==> config.mk <==
export PLATFORM = sky130hd
export DESIGN_NAME = multilevel_priority_ready_queue
export DESIGN_NICKNAME = d
export VERILOG_FILES = /design/src/rtl/core/mprq_pkg.sv /design/src/rtl/core/mprq_ctrl.sv /design/src/rtl/core/mprq_dp.sv /design/src/rtl/core/multilevel_priority_ready_queue.sv
export VERILOG_INCLUDE_DIRS = /design/src /design/src/rtl/core
export SDC_FILE = /design/constraint.sdc
export NUM_CORES = 2
export LEC_CHECK = 0
export BUFFER_PORTS_ARGS = -buffer_cell sky130_fd_sc_hd__buf_4
export CAP_MARGIN = 20
export CELL_PAD_IN_SITES_DETAIL_PLACEMENT = 1
export CELL_PAD_IN_SITES_GLOBAL_PLACEMENT = 1
export CORE_ASPECT_RATIO = 0.7
export CORE_MARGIN = 5
export CORE_UTILIZATION = 42
export CTS_BUF_LIST = sky130_fd_sc_hd__clkbuf_8
export DETAILED_ROUTE_END_ITERATION = 7
export PLACE_DENSITY = 0.78
export SLEW_MARGIN = 10
export SYNTH_ARGS = -nofsm -noshare
export SYNTH_HDL_FRONTEND = slang
export SYNTH_HIERARCHICAL = 1
export SYNTH_SLANG_ARGS = --single-unit
==> constraint.sdc <==
create_clock -name clk_i -period 4.78 [get_ports clk_i]
set_clock_uncertainty 0.1 [all_clocks]
set_input_delay 0.717 -clock clk_i [delete_from_list [all_inputs] [get_ports clk_i]]
set_output_delay 0.717 -clock clk_i [all_outputs]
set_load 0.03 [all_outputs]
==> src/rtl/core/multilevel_priority_ready_queue_assert.svh <==
// assertion macros for the ready queue top level
// no dependencies
`ifndef MULTILEVEL_PRIORITY_READY_QUEUE_ASSERT_SVH
`define MULTILEVEL_PRIORITY_READY_QUEUE_ASSERT_SVH
// implication checked every clock while out of reset
`define MPRQ_ASSERT_IMP(lbl, clk, rstn, a, b) \
  lbl: assert property (@(posedge clk) disable iff (!rstn) (a) |-> (b)) \
    else $error("assertion failed");
// next-cycle implication checked every clock while out of reset
`define MPRQ_ASSERT_NXT(lbl, clk, rstn, a, b) \
  lbl: assert property (@(posedge clk) disable iff (!rstn) (a) |=> (b)) \
    else $error("assertion failed");
`endif

==> src/rtl/core/mprq_pkg.sv <==
// types and codes shared by the ready queue controller and datapath
// no dependencies
package mprq_pkg;

  typedef enum logic [2:0] {
    REQ_INSERT = 3'd0,
    REQ_REMOVE = 3'd1,
    REQ_CHANGE = 3'd2,
    REQ_POP    = 3'd3,
    REQ_QUERY  = 3'd4
  } req_e;

  typedef enum logic [1:0] {
    ST_OK         = 2'd0,
    ST_POP_EMPTY  = 2'd1,
    ST_QUEUED     = 2'd2,
    ST_NOT_QUEUED = 2'd3
  } status_e;

  // controller commands to the datapath
  typedef struct packed {
    logic latch;    // capture request
    logic rd_thr;   // read links and level of the working thread
    logic unlink;   // write unlink updates
    logic rd_lvl;   // read tail of the target level
    logic link;     // write link updates
    logic pick_top; // select popped thread as working thread
    logic finish;   // register result
  } dp_cmd_t;

  // datapath status to the controller
  typedef struct packed {
    logic thr_ok;
    logic thr_queued;
    logic any_level;
  } dp_sts_t;

endpackage

==> src/rtl/core/mprq_ctrl.sv <==
// sequencer for the ready queue: walks unlink and link steps of one request
// depends on mprq_pkg
module mprq_ctrl (
  input  logic                clk_i,
  input  logic                rst_ni,
  input  logic                start_i,
  input  logic [2:0]          req_type_i,
  input  mprq_pkg::dp_sts_t   sts_i,
  output mprq_pkg::dp_cmd_t   cmd_o,
  output logic                busy_o,
  output logic                pop_o,
  output logic [1:0]          status_o
);

  typedef enum logic [6:0] {
    S_IDLE   = 7'b0000001,
    S_DECIDE = 7'b0000010,
    S_RDTHR  = 7'b0000100,
    S_UNLINK = 7'b0001000,
    S_RDLVL  = 7'b0010000,
    S_LINK   = 7'b0100000,
    S_DONE   = 7'b1000000
  } state_e;

  state_e state_q, state_d;
  logic [2:0] req_q;
  logic [1:0] status_q, status_d;
  logic lnk_q, lnk_d, pop_q, pop_d;

  // next state and commands
  always_comb begin
    state_d  = state_q;
    status_d = status_q;
    lnk_d = lnk_q;
    pop_d = pop_q;
    cmd_o = '0;
    case (state_q)
      S_IDLE: begin
        if (start_i) begin
          cmd_o.latch = 1'b1;
          state_d = S_DECIDE;
        end
      end
      S_DECIDE: begin
        status_d = mprq_pkg::ST_OK;
        lnk_d = 1'b0;
        pop_d = 1'b0;
        state_d = S_DONE;
        case (req_q)
          mprq_pkg::REQ_INSERT: begin
            if (!sts_i.thr_ok) status_d = mprq_pkg::ST_NOT_QUEUED;
            else if (sts_i.thr_queued) status_d = mprq_pkg::ST_QUEUED;
            else begin
              lnk_d = 1'b1;
              state_d = S_RDLVL;
            end
          end
          mprq_pkg::REQ_REMOVE, mprq_pkg::REQ_CHANGE: begin
            if (!sts_i.thr_ok || !sts_i.thr_queued) status_d = mprq_pkg::ST_NOT_QUEUED;
            else begin
              lnk_d = (req_q == mprq_pkg::REQ_CHANGE);
              state_d = S_RDTHR;
            end
          end
          mprq_pkg::REQ_POP: begin
            if (!sts_i.any_level) status_d = mprq_pkg::ST_POP_EMPTY;
            else begin
              cmd_o.pick_top = 1'b1;
              pop_d = 1'b1;
              state_d = S_RDTHR;
            end
          end
          default: ;
        endcase
      end
      S_RDTHR: begin
        cmd_o.rd_thr = 1'b1;
        state_d = S_UNLINK;
      end
      S_UNLINK: begin
        cmd_o.unlink = 1'b1;
        state_d = lnk_q ? S_RDLVL : S_DONE;
      end
      S_RDLVL: begin
        cmd_o.rd_lvl = 1'b1;
        state_d = S_LINK;
      end
      S_LINK: begin
        cmd_o.link = 1'b1;
        state_d = S_DONE;
      end
      S_DONE: begin
        cmd_o.finish = 1'b1;
        state_d = S_IDLE;
      end
      default: state_d = S_IDLE;
    endcase
  end

  // control registers
  always_ff @(posedge clk_i or negedge rst_ni) begin
    if (!rst_ni) begin
      state_q  <= S_IDLE;
      status_q <= mprq_pkg::ST_OK;
      lnk_q <= 1'b0;
      pop_q <= 1'b0;
    end else begin
      state_q  <= state_d;
      status_q <= status_d;
      lnk_q <= lnk_d;
      pop_q <= pop_d;
    end
  end

  // request type capture
  always_ff @(posedge clk_i) begin
    if (cmd_o.latch) req_q <= req_type_i;
  end

  assign busy_o   = (state_q != S_IDLE);
  assign pop_o    = pop_q;
  assign status_o = status_q;

endmodule

==> src/rtl/core/mprq_dp.sv <==
// ready queue datapath: link memories, level bitmap, counters, result registers
// depends on mprq_pkg
module mprq_dp #(
  parameter int NUM_LEVELS  = 64,
  parameter int NUM_THREADS = 64
) (
  input  logic              clk_i,
  input  logic              rst_ni,
  input  mprq_pkg::dp_cmd_t cmd_i,
  input  logic [5:0]        thread_id_i,
  input  logic [5:0]        priority_req_i,
  input  logic              pop_i,
  input  logic [1:0]        status_i,
  output mprq_pkg::dp_sts_t sts_o,
  output logic              done_o,
  output logic              popped_valid_o,
  output logic [5:0]        popped_thread_o,
  output logic              any_ready_o,
  output logic [5:0]        top_priority_o,
  output logic [6:0]        ready_count_o,
  output logic [1:0]        status_o
);

  localparam int TW = (NUM_THREADS > 1) ? $clog2(NUM_THREADS) : 1;
  localparam int LW = (NUM_LEVELS > 1) ? $clog2(NUM_LEVELS) : 1;
  localparam int LKW = TW + 1;
  localparam int CW = $clog2(NUM_THREADS + 1);
  localparam logic [LKW-1:0] NO_LINK = LKW'(NUM_THREADS);

  // memories
  logic [LKW-1:0] next_mem [NUM_THREADS];
  logic [LKW-1:0] prev_mem [NUM_THREADS];
  logic [LW-1:0]  lvl_mem  [NUM_THREADS];
  logic [TW-1:0]  head_mem [NUM_LEVELS];
  logic [TW-1:0]  tail_mem [NUM_LEVELS];

  logic [NUM_LEVELS-1:0]  nonempty_q;
  logic [NUM_THREADS-1:0] queued_q;
  logic [CW-1:0]          total_q;

  logic [TW-1:0]  thr_q;
  logic [LW-1:0]  pri_q;
  logic           thr_ok_q;
  logic [LKW-1:0] prv_q, nxt_q;
  logic [LW-1:0]  olv_q;
  logic [TW-1:0]  otail_q;
  logic [TW-1:0]  head_rd_q;

  // highest non-empty level search
  logic [LW-1:0] top_lv;
  logic          any_lv;
  always_comb begin
    top_lv = '0;
    any_lv = 1'b0;
    for (int i = 0; i < NUM_LEVELS; i++) begin
      if (nonempty_q[i]) begin
        top_lv = LW'(i);
        any_lv = 1'b1;
      end
    end
  end

  // saturated level of the request
  logic [LW-1:0] pri_sat;
  always_comb begin
    if (32'(priority_req_i) >= NUM_LEVELS) pri_sat = LW'(NUM_LEVELS - 1);
    else pri_sat = LW'(priority_req_i);
  end

  assign sts_o.thr_ok     = thr_ok_q;
  assign sts_o.thr_queued = queued_q[thr_q];
  assign sts_o.any_level  = any_lv;

  // head read of the top level, registered memory read
  always_ff @(posedge clk_i) begin
    head_rd_q <= head_mem[top_lv];
  end

  // request capture and reads
  always_ff @(posedge clk_i) begin
    if (cmd_i.latch) begin
      thr_q    <= TW'(thread_id_i);
      thr_ok_q <= (32'(thread_id_i) < NUM_THREADS);
      pri_q    <= pri_sat;
    end
    if (cmd_i.pick_top) thr_q <= head_rd_q;
    if (cmd_i.rd_thr) begin
      prv_q <= prev_mem[thr_q];
      nxt_q <= next_mem[thr_q];
      olv_q <= lvl_mem[thr_q];
    end
    if (cmd_i.rd_lvl) otail_q <= tail_mem[pri_q];
  end

  // memory writes, one step each of unlink and link
  always_ff @(posedge clk_i) begin
    if (cmd_i.unlink) begin
      if (prv_q != NO_LINK) next_mem[prv_q[TW-1:0]] <= nxt_q;
      else head_mem[olv_q] <= nxt_q[TW-1:0];
      if (nxt_q != NO_LINK) prev_mem[nxt_q[TW-1:0]] <= prv_q;
      else tail_mem[olv_q] <= prv_q[TW-1:0];
    end
    if (cmd_i.link) begin
      lvl_mem[thr_q]  <= pri_q;
      next_mem[thr_q] <= NO_LINK;
      if (nonempty_q[pri_q]) begin
        next_mem[otail_q] <= LKW'(thr_q);
        prev_mem[thr_q]   <= LKW'(otail_q);
      end else begin
        prev_mem[thr_q]  <= NO_LINK;
        head_mem[pri_q]  <= thr_q;
      end
      tail_mem[pri_q] <= thr_q;
    end
  end

  // level bitmap, queued flags and count
  always_ff @(posedge clk_i or negedge rst_ni) begin
    if (!rst_ni) begin
      nonempty_q <= '0;
      queued_q   <= '0;
      total_q    <= '0;
      done_o     <= 1'b0;
    end else begin
      done_o <= cmd_i.finish;
      if (cmd_i.unlink) begin
        if (prv_q == NO_LINK && nxt_q == NO_LINK) nonempty_q[olv_q] <= 1'b0;
        queued_q[thr_q] <= 1'b0;
        total_q <= total_q - 1'b1;
      end
      if (cmd_i.link) begin
        nonempty_q[pri_q] <= 1'b1;
        queued_q[thr_q] <= 1'b1;
        total_q <= total_q + 1'b1;
      end
    end
  end

  // result registers
  always_ff @(posedge clk_i) begin
    if (cmd_i.finish) begin
      popped_valid_o  <= pop_i;
      popped_thread_o <= pop_i ? 6'(thr_q) : 6'd0;
      any_ready_o     <= (total_q != '0);
      top_priority_o  <= 6'(top_lv);
      ready_count_o   <= 7'(total_q);
      status_o        <= status_i;
    end
  end

endmodule

==> src/rtl/core/multilevel_priority_ready_queue.sv <==
// Ready queue of thread identifiers, one FIFO per priority level.
// Command channel: a request (req_type_i, thread_id_i, priority_req_i) is
// taken at a rising edge with start high and busy low.
// Result channel: exactly one result per request, shown for one cycle with
// done_o high; the receiver cannot stall, so it must take it then.
// After acceptance the sequencer decides the request: rejected requests,
// queries and pop on empty then go straight to the result, insert reads the
// tail of the target level and links, remove and pop read the thread and
// unlink it, and change of priority does both. A new request can be taken
// in the cycle done_o is high. Each thread unlink needs one read and one
// write step of the link memories, each link one more read and write.
// busy stays high until done_o, so one request is in work at a time.
// Reset (rst_ni low) empties every level; link memories are not cleared
// and their contents are only used for queued threads or non-empty levels.
// Depends on mprq_pkg, mprq_ctrl, mprq_dp and the assertion macro header.
`include "multilevel_priority_ready_queue_assert.svh"
module multilevel_priority_ready_queue #(
  parameter int NUM_LEVELS  = 64,
  parameter int NUM_THREADS = 64
) (
  input  logic       clk_i,
  input  logic       rst_ni,
  input  logic       start,
  output logic       busy,
  input  logic [2:0] req_type_i,
  input  logic [5:0] thread_id_i,
  input  logic [5:0] priority_req_i,
  output logic       done_o,
  output logic       popped_valid_o,
  output logic [5:0] popped_thread_o,
  output logic       any_ready_o,
  output logic [5:0] top_priority_o,
  output logic [6:0] ready_count_o,
  output logic [1:0] status_o
);

  mprq_pkg::dp_cmd_t cmd;
  mprq_pkg::dp_sts_t sts;
  logic pop;
  logic [1:0] st;

  mprq_ctrl u_ctrl (
    .clk_i, .rst_ni, .start_i(start), .req_type_i, .sts_i(sts), .cmd_o(cmd),
    .busy_o(busy), .pop_o(pop), .status_o(st)
  );

  mprq_dp #(.NUM_LEVELS(NUM_LEVELS), .NUM_THREADS(NUM_THREADS)) u_dp (
    .clk_i, .rst_ni, .cmd_i(cmd), .thread_id_i, .priority_req_i, .pop_i(pop),
    .status_i(st), .sts_o(sts), .done_o, .popped_valid_o, .popped_thread_o,
    .any_ready_o, .top_priority_o, .ready_count_o, .status_o
  );

  // a result only ends a busy period
  `MPRQ_ASSERT_NXT(a_done_after_busy, clk_i, rst_ni, cmd.finish, done_o && !busy)
  // a popped thread always comes with ok status
  `MPRQ_ASSERT_IMP(a_pop_ok, clk_i, rst_ni, done_o && popped_valid_o,
    status_o == mprq_pkg::ST_OK)
  // count and ready flag agree
  `MPRQ_ASSERT_IMP(a_ready_cnt, clk_i, rst_ni, done_o,
    any_ready_o == (ready_count_o != 7'd0))

endmodule

==> Word level (Yosys, flattened, before mapping) <==
Memories as Yosys holds them, arrays and structs flattened. A register that Yosys moved wholly into a read port is not among the register bits.
Cells that the tools add are included.
Widths: inputs -> output; s select.
{ "word_totals": {"mem_count": 5, "ramBits": 2048, "ff_bits": 185} }
{ "memory_table": {"columns": ["memory", "depth", "word_bits", "rd", "rd_clocked_by_memory_dff", "write_ports", "line", "rtl"], "rows": [
  ["u_dp.next_mem", 64, 7, 1, 1, 2, "mprq_dp.sv:31", "logic [LKW-1:0] next_mem [NUM_THREADS];"],
  ["u_dp.prev_mem", 64, 7, 1, 1, 1, "mprq_dp.sv:32", "logic [LKW-1:0] prev_mem [NUM_THREADS];"],
  ["u_dp.head_mem", 64, 6, 1, 1, 1, "mprq_dp.sv:34", "logic [TW-1:0] head_mem [NUM_LEVELS];"],
  ["u_dp.lvl_mem", 64, 6, 1, 1, 1, "mprq_dp.sv:33", "logic [LW-1:0] lvl_mem [NUM_THREADS];"],
  ["u_dp.tail_mem", 64, 6, 1, 1, 1, "mprq_dp.sv:35", "logic [TW-1:0] tail_mem [NUM_LEVELS];"]
]} }
{ "op_classes": {"add_sub_neg": 2, "mux": 203, "n_lt_le_gt_ge": 6, "n_eq_ne": 16, "bitwise_logic": 7, "reduce_logical": 13} }
{ "ops": {"columns": ["operator", "n"], "rows": [
  ["$mux 64", 5],
  ["$mux 6", 40],
  ["$and 64x64->64", 2],
  ["$not 64->64", 2],
  ["$or 64x64->64", 2],
  ["$mux 1", 107],
  ["$mux 5", 16],
  ["$mux 7", 10],
  ["$pmux 7 s6", 1],
  ["$mux 4", 8],
  ["$eq 7x7->1 const B", 3],
  ["$lt 6x7->1 const B", 3],
  ["$pmux 7 s3", 1],
  ["$demux 1 s6", 3],
  ["$ge 6x1->1 const B", 3],
  ["$ne 7x7->1 const B", 2],
  ["$reduce_or 7->1", 2],
  ["$bmux 1 s6", 2],
  ["$mux 3", 4],
  ["$reduce_or 6->1", 2],
  ["$mux 2", 4],
  ["$add 7x1->7 const B", 1],
  ["$eq 7x1->1 const B", 1],
  ["$eq 7x2->1 const B", 1],
  ["17 further kinds", 22]
]} }

==> Logic depth before layout (Yosys ltp) <==
{ "logic_depth": {"word_depth": 68, "ltp_mapped": 15} }

==> Cells and area by module <==
The synthesis kept the hierarchy.
{ "modules_own_cells": {"columns": ["mod", "n_inst", "cells_each", "area_each_um2"], "rows": [
  ["mprq_dp", 1, 9639, 107436.8],
  ["mprq_ctrl", 1, 70, 728.2]
]} }

==> Worst setup path after synthesis <==
OpenSTA, ideal clock, no wires.
{ "synth_path": {"path_kind": "flip-flop to flip-flop", "from": "register u_dp.pri_q[0]", "to": "memory u_dp/head_mem[2][1] in the netlist's numbering (data pin)", "path_buffers": 4, "required_ns": 4.420, "setup_slack_ns": 0.480, "arrival_ns": 3.941, "stages_incl_launch_ff": 12, "synth_period_minus_slack_ns": 4.300, "cell_sequence": "edfxtp_1 -> buf_2 -> nor3_2 -> a22oi_1 -> nand4_1 -> mux4_2 -> mux2_2 -> clkbuf_1 -> buf_2 -> clkbuf_1 -> nor2_1 -> mux2_2"} }
{ "synth_between": {"elab_chain_len": 7} }
{ "synth_rtl": {"columns": ["element", "line", "rtl"], "rows": [
  ["from (decl)", "mprq_dp.sv:42", "logic [LW-1:0] pri_q;"],
  ["from (signal assigned)", "mprq_dp.sv:84", "pri_q <= pri_sat;"],
  ["$bmux 1 s6", "mprq_dp.sv:106", "if (nonempty_q[pri_q]) begin"],
  ["$mux 1 (implied by the code)", "mprq_dp.sv:106", null],
  ["$mux 1", "mprq_dp.sv:106", null],
  ["$mux 1", "mprq_dp.sv:103", "if (cmd_i.link) begin"],
  ["$mux 1 (implied by the code)", "mprq_dp.sv:111", "head_mem[pri_q] <= thr_q;"],
  ["$reduce_or 6->1 (no source line)", null, null],
  ["$mux 6 (no source line)", null, null],
  ["to (decl)", "mprq_dp.sv:34", null]
]} }
No other way between the ends. The select of a mux whose other input is x is not followed.

==> run_results.csv <==
group,metric,value,unit
synth,synth.top_cell.area_share,56.9,%
clock_network,clock_sinks,2265,
worst_setup_path,cp_max_fo,8,
worst_setup_path,critical_path_class,"register to register",
route,routed_wire_length_per_instance,34.6,um
synth,synth_enable_flop_cells,2048,
clock_network,clk_latency,1.04,ns
clock_network,cts.htree.levels,5,
worst_setup_path,setup.worst_path.start_class,"register",
power_and_ir_drop,power.ir.vdd_worst,246,uV
clock_network,cts.reportedPaths.clkPinSlew,0.07,ns
route,firstDrtPassIters,8,
timing,fin_crit_sh,99.6,%
synth,synth_warnings,6,
worst_setup_path,cp-end-kind,"register",
synth,synthCells,9709,
placement,dp_slack,-0.178,ns
hold_path,hold_path_class,"primary input to register",
clock_network,cts.repair_timing.setup_buffer_count,0,
power_and_ir_drop,finalPower,44.2,mW
synth,yosys.area.top_type,"sky130_fd_sc_hd__edfxtp_1",
placement,globalplace.congestion,1.05,
timing,min_period,4.76,ns
synth,post_synthesis_cell_area,108000,um2
die,fp.dieH,435,um
global_routing,via_count_of_the_first_global_routing_pass,89566,
global_routing,antenna_violations_before_repair,32,
global_routing,wire_length_of_the_first_global_routing_pass,657,mm
clock_network,tritoncts,"done",
placement,buffer_ports.inserted,42,
final_layout,ff_latch_area,66600,um2
timing,maxSlewViolCount,0,
timing,relative_slew_slack,2.41,%
route,remaining_drc_errors,1,
timing,final.setup.worst_slack,0.0198,ns
synth,synth.distinct_cells,100,
synth,synth_nets,9733,
timing,final_worst_hold_slack,0.112,ns
timing,transition_at_the_pin_with_the_smallest_max_transition_slack,1.46,ns
synth,synth.ff_latch_count,2265,
route,drt-vias-per-instance,6.78,
synth,yosysSeqAreaShare,61.6,%
final_layout,area_growth_syn_to_layout,12.5,%
synth,avgSynthCellArea,11.1,um2
run,max_cap_viol_count,0,
die,core_area,256000,um2
clock_network,clock-root-buffer,"sky130_fd_sc_hd__clkbuf_8",
final_layout,fillerInstances,27146,
route,route.vias.total,91808,
die,die_area,268000,um2
clock_network,cts-buffers-inserted,366,
route,initialDrtViolationCount,15395,
timing,fmax,210,MHz
global_routing,grt_start_max_net_pins,145,
timing,final_hold_viol_count,0,
route,antenna_violating_nets_post_route,0,
die,fp-row-count,155,
global_routing,grt_use_total,33.6,%
synth,asyncSetResetFlopFracSynth,6.49,%
worst_setup_path,arrival,5.42,ns
timing,final-setup-viol-count,0,
die,design.portCount,43,
final_layout,multiInputGateArea,37700,um2
timing,grt_setup_unrepaired,"no",
worst_setup_path,critPathRequiredTime,5.44,ns
power_and_ir_drop,p_leak,44.4,nW
status,outcome,"complete, but fails checks",
synth,synthFlopType,"sky130_fd_sc_hd__edfxtp_1",
die,die_x,617,um
route,wirelength,468,mm
status,failed_checks,"design-rule violations",
power_and_ir_drop,power_per_cell_area,363,nW/um2
final_layout,nets,9888,
clock_network,clk_path_buf_depth,4,
global_routing,total_global_routing_overflow,0,
placement,dp.final_hpwl,312,mm
final_layout,final_layout_size_suffix_gt1_share,17.5,%
synth,ys_top_cells_by_area,"sky130_fd_sc_hd__edfxtp_1 57%, sky130_fd_sc_hd__nand2_1 8.0%, sky130_fd_sc_hd__mux2_2 5.4%",
die,initial_utilization,42.3,%
==> state kept, by name, summed over array words and instances, names as in the netlist, 64 cells and up <==
register         count
u_dp/lvl_mem       384
u_dp/next_mem      448
u_dp/prev_mem      448
u_dp/tail_mem      384
u_dp/queued_q       64
u_dp/nonempty_q     64
u_dp/head_mem      384
==> through the flow <==
step	cell area, um2	utilization (%)	setup TNS [ns]	std cells
6_report	122000	47.6	0	13540
5_1_grt	122000	47.6	0	13526
4_1_cts	122000	47.5	0	13516
3_5_place_dp	115000	44.9	-0.178	12849
3_3_place_gp	115000	44.9	0	12845
2_1_floorplan	108000	-	0	9709
==> critical path, stage by stage (launching register included) <==
cell,delay (ns)
sky130_fd_sc_hd__dfrtp_1,0.45
sky130_fd_sc_hd__nor3_2,0.35
sky130_fd_sc_hd__nand3_1,0.19
sky130_fd_sc_hd__inv_1,0.16
sky130_fd_sc_hd__buf_4,0.31
sky130_fd_sc_hd__nand2b_1,0.23
sky130_fd_sc_hd__nor2_1,0.91
sky130_fd_sc_hd__nand2_1,0.60
sky130_fd_sc_hd__nor2_1,0.74
sky130_fd_sc_hd__mux2_2,0.41
==> synthesized netlist by cell type, types with 11 or more instances <==
master and instances:
sky130_fd_sc_hd__a2111oi_0 11, sky130_fd_sc_hd__a211oi_1 11, sky130_fd_sc_hd__a21o_1 13, sky130_fd_sc_hd__a21oi_1 146, sky130_fd_sc_hd__a221oi_1 156, sky130_fd_sc_hd__a22o_1 157, sky130_fd_sc_hd__a22oi_1 605, sky130_fd_sc_hd__a31oi_1 150
sky130_fd_sc_hd__a41oi_1 13, sky130_fd_sc_hd__and2_1 18, sky130_fd_sc_hd__and3_1 18, sky130_fd_sc_hd__and3b_1 11, sky130_fd_sc_hd__buf_1 83, sky130_fd_sc_hd__buf_2 27, sky130_fd_sc_hd__clkbuf_1 825, sky130_fd_sc_hd__dfrtp_1 146
sky130_fd_sc_hd__dfxtp_1 70, sky130_fd_sc_hd__edfxtp_1 2048, sky130_fd_sc_hd__inv_1 92, sky130_fd_sc_hd__mux2_2 521, sky130_fd_sc_hd__mux2i_1 152, sky130_fd_sc_hd__nand2_1 2295, sky130_fd_sc_hd__nand2b_1 50, sky130_fd_sc_hd__nand3_1 140
sky130_fd_sc_hd__nand3b_1 18, sky130_fd_sc_hd__nand4_1 91, sky130_fd_sc_hd__nor2_1 223, sky130_fd_sc_hd__nor2b_1 16, sky130_fd_sc_hd__nor3_1 30, sky130_fd_sc_hd__nor3b_1 11, sky130_fd_sc_hd__nor4_1 47, sky130_fd_sc_hd__o211ai_1 70
sky130_fd_sc_hd__o21ai_0 1077, sky130_fd_sc_hd__o22ai_1 47, sky130_fd_sc_hd__o31ai_1 139, sky130_fd_sc_hd__or2_2 14, sky130_fd_sc_hd__or3_1 14, sky130_fd_sc_hd__or4_1 12
==> layout make-up <==
class / instances / share of cell area [%]
clock buffer: 389 / 4.40
inverter: 96 / 0.302
antenna: 16 / 0.0329
tap: 3375 / 3.47
multi-input combinational: 6399 / 31.0
sequential: 2265 / 54.7
timing repair buffer: 736 / 4.98
clock inverter: 264 / 1.10
==> cell usage in the layout, fill, tap and decap left out, types with 17 or more instances in the layout <==
cell type and instances:
sky130_fd_sc_hd__nand2_1 2288, sky130_fd_sc_hd__edfxtp_1 2048, sky130_fd_sc_hd__o21ai_0 1076, sky130_fd_sc_hd__buf_4 676, sky130_fd_sc_hd__a22oi_1 605, sky130_fd_sc_hd__mux2_2 520
sky130_fd_sc_hd__clkbuf_8 389, sky130_fd_sc_hd__nor2_1 218, sky130_fd_sc_hd__inv_1 216, sky130_fd_sc_hd__a22o_1 157, sky130_fd_sc_hd__a221oi_1 156, sky130_fd_sc_hd__mux2i_1 152
sky130_fd_sc_hd__a31oi_1 150, sky130_fd_sc_hd__dfrtp_1 146, sky130_fd_sc_hd__a21oi_1 146, sky130_fd_sc_hd__nand3_1 140, sky130_fd_sc_hd__o31ai_1 139, sky130_fd_sc_hd__nand4_1 91
sky130_fd_sc_hd__clkinv_1 76, sky130_fd_sc_hd__o211ai_1 70, sky130_fd_sc_hd__dfxtp_1 70, sky130_fd_sc_hd__nand2b_1 50, sky130_fd_sc_hd__o22ai_1 47, sky130_fd_sc_hd__nor4_1 45
sky130_fd_sc_hd__clkinv_2 39, sky130_fd_sc_hd__buf_12 37, sky130_fd_sc_hd__nor3_1 29, sky130_fd_sc_hd__nand3b_1 18, sky130_fd_sc_hd__and2_1 17
==> path summary, 6_finish.rpt <==
check | to | start | slack, ns | cells past startpoint
worst max-delay path | u_dp/head_mem[21][5] | u_ctrl/state_q[2] | 0.02 | 9
min in group asynchronous | u_dp/done_o | rst_ni | 0.14 | 2
max in group asynchronous | u_dp/nonempty_q[46] | rst_ni | 3.26 | 3
worst max register to register | u_dp/head_mem[21][5] | u_ctrl/state_q[2] | 0.02 | 9
worst min register to register | u_dp/status_o[0] | u_ctrl/status_o[0] | 0.36 | 0
worst min-delay path | u_dp/thr_q[2] | thread_id_i[2] | 0.11 | 2
==> metal layers <==
metal	track usage [%]	wire [um]	vias up
met1	46.9	181000	46338
met4	12.3	19300	28
li1	-	-	36532
met2	45.7	186000	7719
met5	1.42	742	-
met3	14.9	80800	1191
==> where the power goes <==
group	total [mW]	internal, mW	switching (mW)
Combinational	6.10	1.47	4.64
Sequential	21.8	21.7	0.175
Clock	16.2	7.95	8.28
==> logic make-up (layout without fill, tap and decap cells) <==
family / Yosys count / in the layout / share of synthesized area (%)
fa+ha+maj: 6 / 6 / 0.0763
xor+xnor: 9 / 9 / 0.0729
simple gates: 3045 / 3045 / 11.8
other cells: 1 / 17 / 0.00347
buf+inv: 1045 / 1485 / 3.72
flops: 2265 / 2265 / 61.6
compound gates: 2663 / 2663 / 15.9
mux: 675 / 675 / 6.87
==> what timing repair did <==
action | CTS | global route
setup endpoints to repair | 1 | 13
gates resized for setup | 1 | 6
hold buffers | 14 | 0
endpoints found under the hold margin | 70 | 0
Power figures use the tool's default switching activity.
